File: config.mk
export PLATFORM = sky130hd
export DESIGN_NAME = cascaded_position_velocity_pi_top
export DESIGN_NICKNAME = d
export VERILOG_FILES = /design/src/hdl/cpvp_pkg.sv /design/src/hdl/cpvp_serial_mul.sv /design/src/hdl/cascaded_position_velocity_pi_top.sv
export SDC_FILE = /design/constraint.sdc
export NUM_CORES = 2
export LEC_CHECK = 0
export BUFFER_PORTS_ARGS = -buffer_cell sky130_fd_sc_hd__buf_2
export CORE_MARGIN = 5
export CORE_UTILIZATION = 59
export CTS_BUF_LIST = sky130_fd_sc_hd__clkbuf_8
export CTS_CLUSTER_DIAMETER = 80
export DETAILED_ROUTE_END_ITERATION = 7
export PLACE_DENSITY = 0.82
export SETUP_SLACK_MARGIN = 0.1
export SLEW_MARGIN = 20
export SYNTH_ARGS = -nofsm -noshare
export SYNTH_HDL_FRONTEND = slang
export SYNTH_SLANG_ARGS = --single-unit
File: constraint.sdc
create_clock -name i_clk -period 7.1 [get_ports i_clk]
set_clock_uncertainty 0.15 [all_clocks]
set_input_delay 2.13 -clock i_clk [delete_from_list [all_inputs] [get_ports i_clk]]
set_output_delay 2.13 -clock i_clk [all_outputs]
set_load 0.01 [all_outputs]
File: src/hdl/cpvp_pkg.sv
// Shared types, constants and helper functions of the cascaded position/velocity controller.
`default_nettype none

package cpvp_pkg;

    // Sine/cosine table of half angles.
    localparam int TRIG_DEPTH = 64;
    localparam int TRIG_LAST  = (TRIG_DEPTH > 1) ? TRIG_DEPTH - 1 : 1;
    localparam int TRIG_KW    = $clog2(TRIG_DEPTH);
    localparam int TRIG_DCW   = (TRIG_KW > 1) ? $clog2(TRIG_KW) : 1;
    localparam int TRIG_NW    = 14 + TRIG_KW + 1;

    // Digit-serial multiplier geometry.
    localparam int MUL_AW   = 33;
    localparam int MUL_BW   = 17;
    localparam int MUL_PW   = MUL_AW + MUL_BW;
    localparam int MUL_DIG  = 4;
    localparam int MUL_NDIG = (MUL_BW - 1) / MUL_DIG;
    localparam int MUL_CW   = $clog2(MUL_NDIG + 1);

    // Register reset values.
    localparam logic signed [31:0] RST_TARGET_X   = 32'sd196608;
    localparam logic signed [31:0] RST_TARGET_Y   = 32'sd65536;
    localparam logic signed [31:0] RST_TARGET_Z   = 32'sd131072;
    localparam logic [63:0]        RST_OUTER      = 64'd23103819327996096;
    localparam logic [63:0]        RST_INNER      = 64'd18331342854997150106;
    localparam logic signed [15:0] RST_INNER_KI_Z = 16'sd410;
    localparam logic [15:0]        RST_TICK       = 16'd655;

    // Limits, Q16.16.
    localparam logic signed [39:0] LIM_I32_MIN = -40'sd2147483648;
    localparam logic signed [39:0] LIM_I32_MAX = 40'sd2147483647;
    localparam logic signed [39:0] LIM_POS_I   = 40'sd131072;
    localparam logic signed [39:0] LIM_VEL_I_Y = 40'sd26214;
    localparam logic signed [39:0] LIM_VEL_I_Z = 40'sd13107;
    localparam logic signed [39:0] LIM_ANGLE   = 40'sd13107;
    localparam logic signed [39:0] THRUST_BASE = 40'sd13107;
    localparam logic signed [39:0] THRUST_MAX  = 40'sd62259;
    localparam logic signed [39:0] THRUST_MIN  = 40'sd655;

    typedef enum logic [2:0] {
        CFG_TARGET_X    = 3'd0,
        CFG_TARGET_Y    = 3'd1,
        CFG_TARGET_Z    = 3'd2,
        CFG_OUTER_GAINS = 3'd3,
        CFG_INNER_GAINS = 3'd4,
        CFG_INNER_KI_Z  = 3'd5,
        CFG_TICK_PERIOD = 3'd6
    } t_cfg_idx;

    typedef enum logic [2:0] {
        S_IDLE,
        S_ISSUE,
        S_WAIT,
        S_DLOAD,
        S_DIV,
        S_DONE
    } t_state;

    typedef enum logic [3:0] {
        OP_IPZ, OP_IZ, OP_VX, OP_VY, OP_VZ, OP_IVY, OP_IVZ, OP_KIY,
        OP_KIZ, OP_THR, OP_PIT, OP_ROL, OP_QW, OP_QX, OP_QY, OP_QZ
    } t_op;

    function automatic logic signed [39:0] clamp40(input logic signed [39:0] v,
                                                   input logic signed [39:0] lo,
                                                   input logic signed [39:0] hi);
        logic signed [39:0] r;
        r = v;
        if (v < lo) begin
            r = lo;
        end else if (v > hi) begin
            r = hi;
        end
        return r;
    endfunction

    // Table entry k: {cos, sin} of half the angle k*0.2/TRIG_LAST, both Q2.14.
    function automatic logic [31:0] trig_entry(input int k);
        longint unsigned h, h2, h3, h4, h5, sv, cv, sq, cq;
        h  = (64'(k) * 64'd13107 * 64'd32768 + 64'(TRIG_LAST / 2)) / 64'(TRIG_LAST);
        h2 = (h * h) >> 32;
        h3 = (h2 * h) >> 32;
        h4 = (h2 * h2) >> 32;
        h5 = (h4 * h) >> 32;
        sv = h - h3 / 64'd6 + h5 / 64'd120;
        cv = (64'd1 << 32) - h2 / 64'd2 + h4 / 64'd24;
        sq = (sv + (64'd1 << 17)) >> 18;
        cq = (cv + (64'd1 << 17)) >> 18;
        return {cq[15:0], sq[15:0]};
    endfunction

endpackage

`default_nettype wire

File: src/hdl/cpvp_serial_mul.sv
// Signed multiplier that consumes the multiplier operand one 4-bit digit per cycle.
`default_nettype none

module cpvp_serial_mul
    import cpvp_pkg::*;
(
    input  logic                     i_clk,
    input  logic                     i_rst_n,
    input  logic                     i_start,
    input  logic signed [MUL_AW-1:0] i_a,
    input  logic signed [MUL_BW-1:0] i_b,
    output logic                     o_done,
    output logic signed [MUL_PW-1:0] o_p
);

    logic signed [MUL_PW-1:0] r_acc;
    logic signed [MUL_PW-1:0] r_ash;
    logic [MUL_BW-2:0]        r_dig;
    logic                     r_neg;
    logic [MUL_CW-1:0]        r_cnt;
    logic                     r_busy;
    logic                     r_done;

    always_ff @(posedge i_clk) begin
        if (!i_rst_n) begin
            r_busy <= 1'b0;
            r_done <= 1'b0;
            r_cnt  <= '0;
        end else begin
            r_done <= 1'b0;
            if (i_start) begin
                r_busy <= 1'b1;
                r_cnt  <= '0;
                r_acc  <= '0;
                r_ash  <= MUL_PW'(i_a);
                r_dig  <= i_b[MUL_BW-2:0];
                r_neg  <= i_b[MUL_BW-1];
            end else if (r_busy) begin
                if (r_cnt == MUL_CW'(MUL_NDIG)) begin
                    // Sign digit of the two's complement multiplier has negative weight.
                    if (r_neg) begin
                        r_acc <= r_acc - r_ash;
                    end
                    r_busy <= 1'b0;
                    r_done <= 1'b1;
                end else begin
                    r_acc <= r_acc + r_ash * $signed({1'b0, r_dig[MUL_DIG-1:0]});
                    r_ash <= r_ash <<< MUL_DIG;
                    r_dig <= r_dig >> MUL_DIG;
                    r_cnt <= r_cnt + MUL_CW'(1);
                end
            end
        end
    end

    assign o_done = r_done;
    assign o_p    = r_acc;

    a_start_idle: assert property (@(posedge i_clk) disable iff (!i_rst_n)
        i_start |-> !r_busy) else $error("multiplier started while busy");

    a_done_after_busy: assert property (@(posedge i_clk) disable iff (!i_rst_n)
        o_done |-> $past(r_busy)) else $error("done without a preceding busy phase");

    a_done_idle: assert property (@(posedge i_clk) disable iff (!i_rst_n)
        o_done |-> !r_busy) else $error("done while still busy");

    a_cnt_range: assert property (@(posedge i_clk) disable iff (!i_rst_n)
        r_busy |-> (r_cnt <= MUL_CW'(MUL_NDIG))) else $error("digit counter overran");

endmodule

`default_nettype wire

File: src/hdl/cascaded_position_velocity_pi_top.sv
// Top level of the cascaded position/velocity PI controller.
//
// One input item per control tick carries the measured position and velocity
// (Q16.16) and the offboard flag; one result item returns the thrust command
// and the attitude quaternion. The outer loop forms a velocity setpoint from
// the position error, the inner loop forms pitch, roll and thrust from the
// velocity error, and pitch and roll are turned into a quaternion through a
// table of half-angle sines and cosines.
// All sixteen products go through one shared multiplier that takes a 4-bit
// digit of its second operand per cycle; each product is issued in S_ISSUE
// and its result is taken over in S_WAIT. The two table lookups each run a
// restoring division for the nearest entry, one quotient bit per cycle.
// An item therefore runs all products and both divisions in turn, and the
// next item is taken only after its result has gone to the output register.
// Synchronous reset restores the register defaults and clears the three
// integrators. The result sits in an output register: while the receiver
// stalls the next item is still accepted and computed, and the controller
// holds its finished result until the output register is free.
// Configuration writes are taken at any clock with the write enable high.
`default_nettype none

module cascaded_position_velocity_pi_top
    import cpvp_pkg::*;
(
    input  logic         i_clk,
    input  logic         i_rst_n,
    // meas_pos_x[31:0], meas_pos_y[63:32], meas_pos_z[95:64], meas_vel_x[127:96],
    // meas_vel_y[159:128], meas_vel_z[191:160], offboard_active[192], zero pad
    input  logic         s_axis_tvalid,
    output logic         s_axis_tready,
    input  logic [199:0] s_axis_tdata,
    // thrust[15:0], quat_w[31:16], quat_x[47:32], quat_y[63:48], quat_z[79:64]
    output logic         m_axis_tvalid,
    input  logic         m_axis_tready,
    output logic [79:0]  m_axis_tdata,
    input  logic         i_cfg_we,
    input  logic [2:0]   i_cfg_addr,
    input  logic [63:0]  i_cfg_wdata
);

    // Configuration registers.
    logic signed [31:0] r_target_x, r_target_y, r_target_z;
    logic [63:0]        r_outer, r_inner;
    logic signed [15:0] r_inner_ki_z;
    logic [15:0]        r_tick;

    always_ff @(posedge i_clk) begin
        if (!i_rst_n) begin
            r_target_x   <= RST_TARGET_X;
            r_target_y   <= RST_TARGET_Y;
            r_target_z   <= RST_TARGET_Z;
            r_outer      <= RST_OUTER;
            r_inner      <= RST_INNER;
            r_inner_ki_z <= RST_INNER_KI_Z;
            r_tick       <= RST_TICK;
        end else if (i_cfg_we) begin
            case (t_cfg_idx'(i_cfg_addr))
                CFG_TARGET_X:    r_target_x   <= i_cfg_wdata[31:0];
                CFG_TARGET_Y:    r_target_y   <= i_cfg_wdata[31:0];
                CFG_TARGET_Z:    r_target_z   <= i_cfg_wdata[31:0];
                CFG_OUTER_GAINS: r_outer      <= i_cfg_wdata;
                CFG_INNER_GAINS: r_inner      <= i_cfg_wdata;
                CFG_INNER_KI_Z:  r_inner_ki_z <= i_cfg_wdata[15:0];
                CFG_TICK_PERIOD: r_tick       <= i_cfg_wdata[15:0];
                default: ;
            endcase
        end
    end

    // Sequencer state, control.
    t_state r_state, n_state;
    t_op    r_op, n_op;
    logic   r_dsel, n_dsel;
    logic   r_ovalid, n_ovalid;

    // Working registers.
    logic signed [32:0] r_ex, n_ex, r_ey, n_ey, r_ez, n_ez;
    logic signed [31:0] r_mvx, n_mvx, r_mvy, n_mvy, r_mvz, n_mvz;
    logic               r_active, n_active;
    logic signed [31:0] r_pz, n_pz, r_vy, n_vy, r_vz, n_vz;
    logic signed [18:0] r_iz, n_iz;
    logic signed [32:0] r_evx, n_evx, r_evy, n_evy, r_evz, n_evz;
    logic signed [15:0] r_ivy, n_ivy;
    logic signed [14:0] r_ivz, n_ivz;
    logic [15:0]        r_thrust, n_thrust;
    logic signed [14:0] r_pitch, n_pitch, r_roll, n_roll;
    logic signed [15:0] r_sp, n_sp, r_cp, n_cp, r_st, n_st, r_ct, n_ct;
    logic [15:0]        r_qw, n_qw, r_qx, n_qx, r_qy, n_qy, r_qz, n_qz;
    logic [TRIG_NW-1:0] r_dnum, n_dnum;
    logic [TRIG_KW-1:0] r_dq, n_dq;
    logic [TRIG_DCW-1:0] r_dcnt, n_dcnt;
    logic [79:0]        r_odata, n_odata;

    // Shared multiplier.
    logic                     w_mul_start;
    logic signed [MUL_AW-1:0] w_mul_a;
    logic signed [MUL_BW-1:0] w_mul_b;
    logic                     w_mul_done;
    logic signed [MUL_PW-1:0] w_mul_p;

    cpvp_serial_mul u_mul (
        .i_clk   (i_clk),
        .i_rst_n (i_rst_n),
        .i_start (w_mul_start),
        .i_a     (w_mul_a),
        .i_b     (w_mul_b),
        .o_done  (w_mul_done),
        .o_p     (w_mul_p)
    );

    // Half-angle table, built at elaboration.
    logic [31:0] w_trig [TRIG_DEPTH];
    for (genvar gk = 0; gk < TRIG_DEPTH; gk++) begin : g_trig
        assign w_trig[gk] = trig_entry(gk);
    end

    // Operand selection for the current product.
    always_comb begin
        w_mul_a = r_ez;
        w_mul_b = $signed({1'b0, r_tick});
        case (r_op)
            OP_IPZ: begin w_mul_a = r_ez;        w_mul_b = $signed({1'b0, r_tick}); end
            OP_IZ:  begin w_mul_a = 33'(r_pz);   w_mul_b = 17'($signed(r_outer[63:48])); end
            OP_VX:  begin w_mul_a = r_ex;        w_mul_b = 17'($signed(r_outer[15:0])); end
            OP_VY:  begin w_mul_a = r_ey;        w_mul_b = 17'($signed(r_outer[31:16])); end
            OP_VZ:  begin w_mul_a = r_ez;        w_mul_b = 17'($signed(r_outer[47:32])); end
            OP_IVY: begin w_mul_a = r_evy;       w_mul_b = $signed({1'b0, r_tick}); end
            OP_IVZ: begin w_mul_a = r_evz;       w_mul_b = $signed({1'b0, r_tick}); end
            OP_KIY: begin w_mul_a = 33'(r_vy);   w_mul_b = 17'($signed(r_inner[63:48])); end
            OP_KIZ: begin w_mul_a = 33'(r_vz);   w_mul_b = 17'(r_inner_ki_z); end
            OP_THR: begin w_mul_a = r_evz;       w_mul_b = 17'($signed(r_inner[47:32])); end
            OP_PIT: begin w_mul_a = r_evx;       w_mul_b = 17'($signed(r_inner[15:0])); end
            OP_ROL: begin w_mul_a = r_evy;       w_mul_b = 17'($signed(r_inner[31:16])); end
            OP_QW:  begin w_mul_a = 33'(r_cp);   w_mul_b = 17'(r_ct); end
            OP_QX:  begin w_mul_a = 33'(r_sp);   w_mul_b = 17'(r_ct); end
            OP_QY:  begin w_mul_a = 33'(r_cp);   w_mul_b = 17'(r_st); end
            OP_QZ:  begin w_mul_a = 33'(r_sp);   w_mul_b = 17'(r_st); end
            default: ;
        endcase
    end

    // Product scaled by a Q4.12 gain, and by the Q0.16 tick period.
    logic signed [39:0] w_p12, w_p16, w_vs, w_tmp;
    logic signed [MUL_PW-1:0] w_pq;
    assign w_p12 = 40'($signed(w_mul_p[MUL_PW-1:12]));
    assign w_p16 = 40'($signed(w_mul_p[MUL_PW-1:16]));
    assign w_pq  = w_mul_p + MUL_PW'(8192);

    // Nearest-entry search.
    logic signed [14:0] w_ang;
    logic [13:0]        w_mag;
    logic [TRIG_KW-1:0] w_trial, w_k;
    logic [15:0]        w_sin;
    logic [31:0]        w_ent;

    assign w_ang   = r_dsel ? r_pitch : r_roll;
    assign w_mag   = w_ang[14] ? 14'(-w_ang) : w_ang[13:0];
    assign w_trial = r_dq | (TRIG_KW'(1) << r_dcnt);

    always_comb begin
        n_state  = r_state;
        n_op     = r_op;
        n_dsel   = r_dsel;
        n_ovalid = r_ovalid;
        n_ex = r_ex; n_ey = r_ey; n_ez = r_ez;
        n_mvx = r_mvx; n_mvy = r_mvy; n_mvz = r_mvz;
        n_active = r_active;
        n_pz = r_pz; n_vy = r_vy; n_vz = r_vz;
        n_iz = r_iz;
        n_evx = r_evx; n_evy = r_evy; n_evz = r_evz;
        n_ivy = r_ivy; n_ivz = r_ivz;
        n_thrust = r_thrust;
        n_pitch = r_pitch; n_roll = r_roll;
        n_sp = r_sp; n_cp = r_cp; n_st = r_st; n_ct = r_ct;
        n_qw = r_qw; n_qx = r_qx; n_qy = r_qy; n_qz = r_qz;
        n_dnum = r_dnum; n_dq = r_dq; n_dcnt = r_dcnt;
        n_odata = r_odata;
        w_mul_start = 1'b0;
        w_vs  = '0;
        w_tmp = '0;
        w_k   = '0;
        w_ent = '0;
        w_sin = '0;

        if (m_axis_tvalid && m_axis_tready) begin
            n_ovalid = 1'b0;
        end

        case (r_state)
            S_IDLE: begin
                if (s_axis_tvalid) begin
                    n_ex = 33'(r_target_x) - 33'($signed(s_axis_tdata[31:0]));
                    n_ey = 33'(r_target_y) - 33'($signed(s_axis_tdata[63:32]));
                    n_ez = 33'(r_target_z) - 33'($signed(s_axis_tdata[95:64]));
                    n_mvx = s_axis_tdata[127:96];
                    n_mvy = s_axis_tdata[159:128];
                    n_mvz = s_axis_tdata[191:160];
                    n_active = s_axis_tdata[192];
                    // Offboard low: integrators cleared before this tick uses them.
                    if (!s_axis_tdata[192]) begin
                        n_pz = '0;
                        n_vy = '0;
                        n_vz = '0;
                    end
                    n_op    = OP_IPZ;
                    n_state = S_ISSUE;
                end
            end
            S_ISSUE: begin
                w_mul_start = 1'b1;
                n_state     = S_WAIT;
            end
            S_WAIT: begin
                if (w_mul_done) begin
                    case (r_op)
                        OP_IPZ: if (r_active) begin
                            n_pz = 32'(clamp40(40'(r_pz) + w_p16, LIM_I32_MIN, LIM_I32_MAX));
                        end
                        OP_IZ: n_iz = 19'(clamp40(w_p12, -LIM_POS_I, LIM_POS_I));
                        OP_VX: begin
                            w_vs  = clamp40(w_p12, LIM_I32_MIN, LIM_I32_MAX);
                            n_evx = 33'(w_vs - 40'(r_mvx));
                        end
                        OP_VY: begin
                            w_vs  = clamp40(w_p12, LIM_I32_MIN, LIM_I32_MAX);
                            n_evy = 33'(w_vs - 40'(r_mvy));
                        end
                        OP_VZ: begin
                            w_vs  = clamp40(w_p12 + 40'(r_iz), LIM_I32_MIN, LIM_I32_MAX);
                            n_evz = 33'(w_vs - 40'(r_mvz));
                        end
                        OP_IVY: if (r_active) begin
                            n_vy = 32'(clamp40(40'(r_vy) + w_p16, LIM_I32_MIN, LIM_I32_MAX));
                        end
                        OP_IVZ: if (r_active) begin
                            n_vz = 32'(clamp40(40'(r_vz) + w_p16, LIM_I32_MIN, LIM_I32_MAX));
                        end
                        OP_KIY: n_ivy = 16'(clamp40(w_p12, -LIM_VEL_I_Y, LIM_VEL_I_Y));
                        OP_KIZ: n_ivz = 15'(clamp40(w_p12, -LIM_VEL_I_Z, LIM_VEL_I_Z));
                        OP_THR: begin
                            w_tmp = THRUST_BASE + w_p12 + 40'(r_ivz);
                            if (w_tmp >= THRUST_MAX) begin
                                w_tmp = THRUST_MAX;
                            end
                            if (w_tmp <= THRUST_MIN) begin
                                w_tmp = '0;
                            end
                            n_thrust = w_tmp[15:0];
                        end
                        OP_PIT: n_pitch = 15'(clamp40(w_p12, -LIM_ANGLE, LIM_ANGLE));
                        OP_ROL: n_roll = 15'(clamp40(w_p12 + 40'(r_ivy), -LIM_ANGLE, LIM_ANGLE));
                        OP_QW: n_qw = w_pq[29:14];
                        OP_QX: n_qx = w_pq[29:14];
                        OP_QY: n_qy = w_pq[29:14];
                        OP_QZ: n_qz = w_pq[29:14];
                        default: ;
                    endcase
                    if (r_op == OP_ROL) begin
                        n_dsel  = 1'b0;
                        n_state = S_DLOAD;
                    end else if (r_op == OP_QZ) begin
                        n_state = S_DONE;
                    end else begin
                        n_op    = t_op'(r_op + 4'd1);
                        n_state = S_ISSUE;
                    end
                end
            end
            S_DLOAD: begin
                n_dnum  = TRIG_NW'(w_mag) * TRIG_NW'(TRIG_LAST) + TRIG_NW'(6553);
                n_dq    = '0;
                n_dcnt  = TRIG_DCW'(TRIG_KW - 1);
                n_state = S_DIV;
            end
            S_DIV: begin
                if (TRIG_NW'(w_trial) * TRIG_NW'(13107) <= r_dnum) begin
                    n_dq = w_trial;
                end
                if (r_dcnt == '0) begin
                    w_k = (n_dq > TRIG_KW'(TRIG_LAST)) ? TRIG_KW'(TRIG_LAST) : n_dq;
                    w_ent = w_trig[w_k];
                    w_sin = w_ang[14] ? 16'(-w_ent[15:0]) : w_ent[15:0];
                    if (r_dsel) begin
                        n_st    = w_sin;
                        n_ct    = w_ent[31:16];
                        n_op    = OP_QW;
                        n_state = S_ISSUE;
                    end else begin
                        n_sp    = w_sin;
                        n_cp    = w_ent[31:16];
                        n_dsel  = 1'b1;
                        n_state = S_DLOAD;
                    end
                end else begin
                    n_dcnt = r_dcnt - TRIG_DCW'(1);
                end
            end
            S_DONE: begin
                if (!r_ovalid || m_axis_tready) begin
                    n_odata  = {r_qz, r_qy, r_qx, r_qw, r_thrust};
                    n_ovalid = 1'b1;
                    n_state  = S_IDLE;
                end
            end
            default: n_state = S_IDLE;
        endcase
    end

    always_ff @(posedge i_clk) begin
        if (!i_rst_n) begin
            r_state  <= S_IDLE;
            r_op     <= OP_IPZ;
            r_dsel   <= 1'b0;
            r_ovalid <= 1'b0;
            r_pz     <= '0;
            r_vy     <= '0;
            r_vz     <= '0;
        end else begin
            r_state  <= n_state;
            r_op     <= n_op;
            r_dsel   <= n_dsel;
            r_ovalid <= n_ovalid;
            r_pz     <= n_pz;
            r_vy     <= n_vy;
            r_vz     <= n_vz;
        end
    end

    always_ff @(posedge i_clk) begin
        r_ex <= n_ex; r_ey <= n_ey; r_ez <= n_ez;
        r_mvx <= n_mvx; r_mvy <= n_mvy; r_mvz <= n_mvz;
        r_active <= n_active;
        r_iz <= n_iz;
        r_evx <= n_evx; r_evy <= n_evy; r_evz <= n_evz;
        r_ivy <= n_ivy; r_ivz <= n_ivz;
        r_thrust <= n_thrust;
        r_pitch <= n_pitch; r_roll <= n_roll;
        r_sp <= n_sp; r_cp <= n_cp; r_st <= n_st; r_ct <= n_ct;
        r_qw <= n_qw; r_qx <= n_qx; r_qy <= n_qy; r_qz <= n_qz;
        r_dnum <= n_dnum; r_dq <= n_dq; r_dcnt <= n_dcnt;
        r_odata <= n_odata;
    end

    assign s_axis_tready = (r_state == S_IDLE);
    assign m_axis_tvalid = r_ovalid;
    assign m_axis_tdata  = r_odata;

endmodule

`default_nettype wire

==> impl_results.md <==
- Layout Nets: 10200
- Minimum clock period: 7.23 ns
- Layout area overhead: 13.1%
- Clock insertion delay at the later pin of the skew report: 0.96 ns
- Synth Area per Inst: 9.21 µm²
- Part of the Yosys area used for sequential elements: 37.3%
- Largest net degree at the start of global routing: 171
- Commonest non-fill, non-tap cell in the layout: nand2_1
- Routed Antenna Nets: 0
- DRT Pass-1 Iters: 8
- Synth Area in Compound Gates: 20.7%
- Clock buffer depth: 3
- CTS sink cnt: 1098
- I/O Buffers: 346
- Post-synth EDFFs: 732
- PnR worst setup slack: -0.127 ns
- Crit path max-delay family: adder cells
- Ratio of cells with drive above 1 in the final layout: 13.2%
- Setup-failing EPs final: 20
- Pwr/cell area: 494 nW/µm²
- WL/cell: 23.5 µm
- Vias per cell: 6.37
- Worst slew margin: 19.6%
- Critical path class: reg -> reg
- Reg2Reg Depth: 35
- RR Endpoint: r_st[10]
- Worst reg-to-reg setup slack: -0.13 ns
- Slowest stage delay, CP: 0.46 ns
- Initial antenna violation count: 8
- Die height: 375 µm
- Root Driver: clkbuf_8
- Vias in the first global route: 68200
- Initial Util: 59.1%
- Max-cap check violation count: 0
- Most frequent cells in the layout: 1035 x nand2_1, 749 x a21oi_1, 732 x edfxtp_1
- Crit start category: flip-flop
- DRC violations left: 12
- CP bufs+invs: 8
- GRT Util Overall: 35.5%
- Tot Pwr: 43900 µW
- Yosys cell types: 118
- Die X: 375 µm
- Hold Crit Class: reg -> reg
- Crit path capture type: flip-flop
- GRT overflow: 0
- Core footprint: 133000 µm²
- Worst-Margin Slew: 1.20 ns
- Cts hold-fix bufs: 0
- Fin cells: 11000
- CP Data Required Time: 7.63 ns
- Clock transition at path regs: 0.07 ns
- Critical-path maximum fanout: 6
- Static Leak: 0.0375 µW
- Max Slew Vio Count: 0
- Most frequent CP cell: ha_4
- Failing checks: design-rule violations, negative setup slack
- FILL cells: 10400
- Synth Area in Adders: 16.3%
- WL final: 259000 µm
- Final hold viol count: 0
- 1st-iter DRT viols: 7585
- Synthesized instance count: 8533
- Hold Crit Start: r_qz[5]
- Min-Delay Endpoint: m_axis_tdata[69]
- # rows: 134
- R2R Path Start: r_dcnt[0]
- Post-DP HPWL: 192000 µm
- First-pass GRT wire length: 391000 µm
- DIE AREA: 141000 µm²
- Synth Area in Simple Gates: 15.7%
- Ys async rst share: 0%
- TritonCTS Buffers: 188
- Fmax: 138 MHz
- Worst Hold Depth: 0
- Placed cell count: 10600
- WP data arrival: 7.76 ns
- Main combinational cell family by area after synthesis: compound AO/OA/AOI/OAI gates
- Final Cycle Share: 102%
- Vias: 70000
- Status: finished, violations left
- I/O pin cnt: 354
- Post-Syn Area: 78600 µm²
- Peak VDD IR: 0.288 mV
- Xor/xnor cell area share of the yosys netlist: 5.13%
- Crit-path slowest cell: fa_2
- Register bit count reported by yosys: 1098
- H-Tree Depth: 4
- Mux contribution to synthesized area: 0.435%
- CTS tree: built
- Hold WS: 0.262 ns
- Syn Nets: 9710
- Synth warn: 0
- RD Place Congestion: 0.969
- Ys flop type: edfxtp_1
- RSZ-0062 raised after global routing: yes
[power breakdown]
group          total (µW)  internal, µW  switching (µW)
Clock                6210          3240            2960
Sequential           8970          8490             480
Combinational       28800         11400           17400
[final cells by class]
class | count | area (µm²) | area share [%]
well taps | 1768 | 2210 | 2.49
repair buffers | 665 | 4280 | 4.81
inverters | 578 | 2190 | 2.47
clock inverters | 145 | 1220 | 1.38
clock buffers | 204 | 2810 | 3.16
diodes | 8 | 20.0 | 0.0225
multi-input cells | 6517 | 46800 | 52.7
flip-flops and latches | 1098 | 29300 | 33.0
[cells in the mapped netlist (49+ instances only)]
cell         n  share of area (%)
a22o_1      49               0.55
nor2_1     542                2.6
nor3_1     117               0.75
a221oi_1    78               0.87
a21oi_1    771                4.9
o21a_1     136                1.3
a211oi_1    96               0.92
and2_1     235                1.9
a22oi_1     69               0.66
ha_1       707                 11
nand2b_1    76               0.60
a31oi_1     95               0.76
nor2b_1     81               0.64
a21o_1     216                2.1
edfxtp_1   732                 28
dfxtp_1    366                9.3
fa_1       198                5.0
o21bai_1    59               0.56
inv_1      574                2.7
nand3_1    220                1.4
o211ai_1    77               0.74
xnor2_1    308                3.4
nand4_1     75               0.60
xor2_1     152                1.7
o21ai_0    432                2.8
and3_1      81               0.64
clkbuf_1   299                1.4
nand2_1   1038                5.0
[repair_timing]
item | in CTS | in global routing
setup endpoints to repair | 40 | 57
gates cloned | 1 | 0
pin swaps | 41 | 66
gates resized for setup | 80 | 95
buffers inserted | 16 | 22
[worst register-to-register path, delay by kind of cell, from the launching register on]
kind,cells,cell delay [ns]
flip-flops,1,0.43
AO/OA/AOI/OAI,9,1.63
adder cells (fa/ha/maj),7,2.10
XOR/XNOR,1,0.15
buffers and inverters,8,0.96
AND/OR/NAND/NOR,10,1.56
[stage by stage]
stage                     utilization, %  setup WS, ns  instance area, µm²  setup TNS, ns
after floorplan                        -         0.101               78800              0
after global placement              62.9        -0.228               83700          -4.00
after detailed placement            62.9        -0.354               83700          -6.33
after CTS                           66.4       0.00244               88300              0
after global routing                66.8        -0.400               88800          -8.06
final                               66.8        -0.127               88900          -2.13
[metal layers]
metal  vias to the layer above  share of wire (%)  GRT usage (%)
li1                      32000                  -              -
met1                     33500                 39           45.5
met2                      3721                 45           56.5
met3                       777                 11           8.08
met4                         2                6.0           18.5
met5                         -             0.0046              0
[logic make-up (layout without fill, tap and decap cells)]
logic type	count (synthesis)	after routing
AND/OR/NAND/NOR	2641	2641
flip-flops	1098	1098
multiplexers	31	31
buffers and inverters	918	1592
XOR/XNOR	460	460
adder cells (fa/ha/maj)	906	906
other	0	8
AO/OA/AOI/OAI	2479	2479
[flip-flops by register name, indices dropped and copies added, names as in the netlist, 33 cells and up]
register and cells:
m_axis_tdata 80, r_evx 33, r_evy 33, r_evz 33
r_ex 33, r_ey 33, r_ez 33, r_inner 64
r_outer 64, u_mul.o_p 50, u_mul.r_ash 50
[how the worst max path moves through the flow]
stage	start	endpoint	slack, ns	cells past startpoint
3_3_place_gp	r_dcnt[0]	r_st[8]	-0.23	34
4_1_cts	r_dcnt[0]	r_sp[15]	0.002	33
6_report	r_dcnt[0]	r_st[10]	-0.13	35
3_5_place_dp	r_dcnt[0]	r_st[8]	-0.35	34
2_1_floorplan	r_dcnt[0]	r_sp[7]	0.10	34
5_1_grt	r_dcnt[0]	r_sp[10]	-0.40	37
Note: power is estimated with default switching activity, not from simulation.
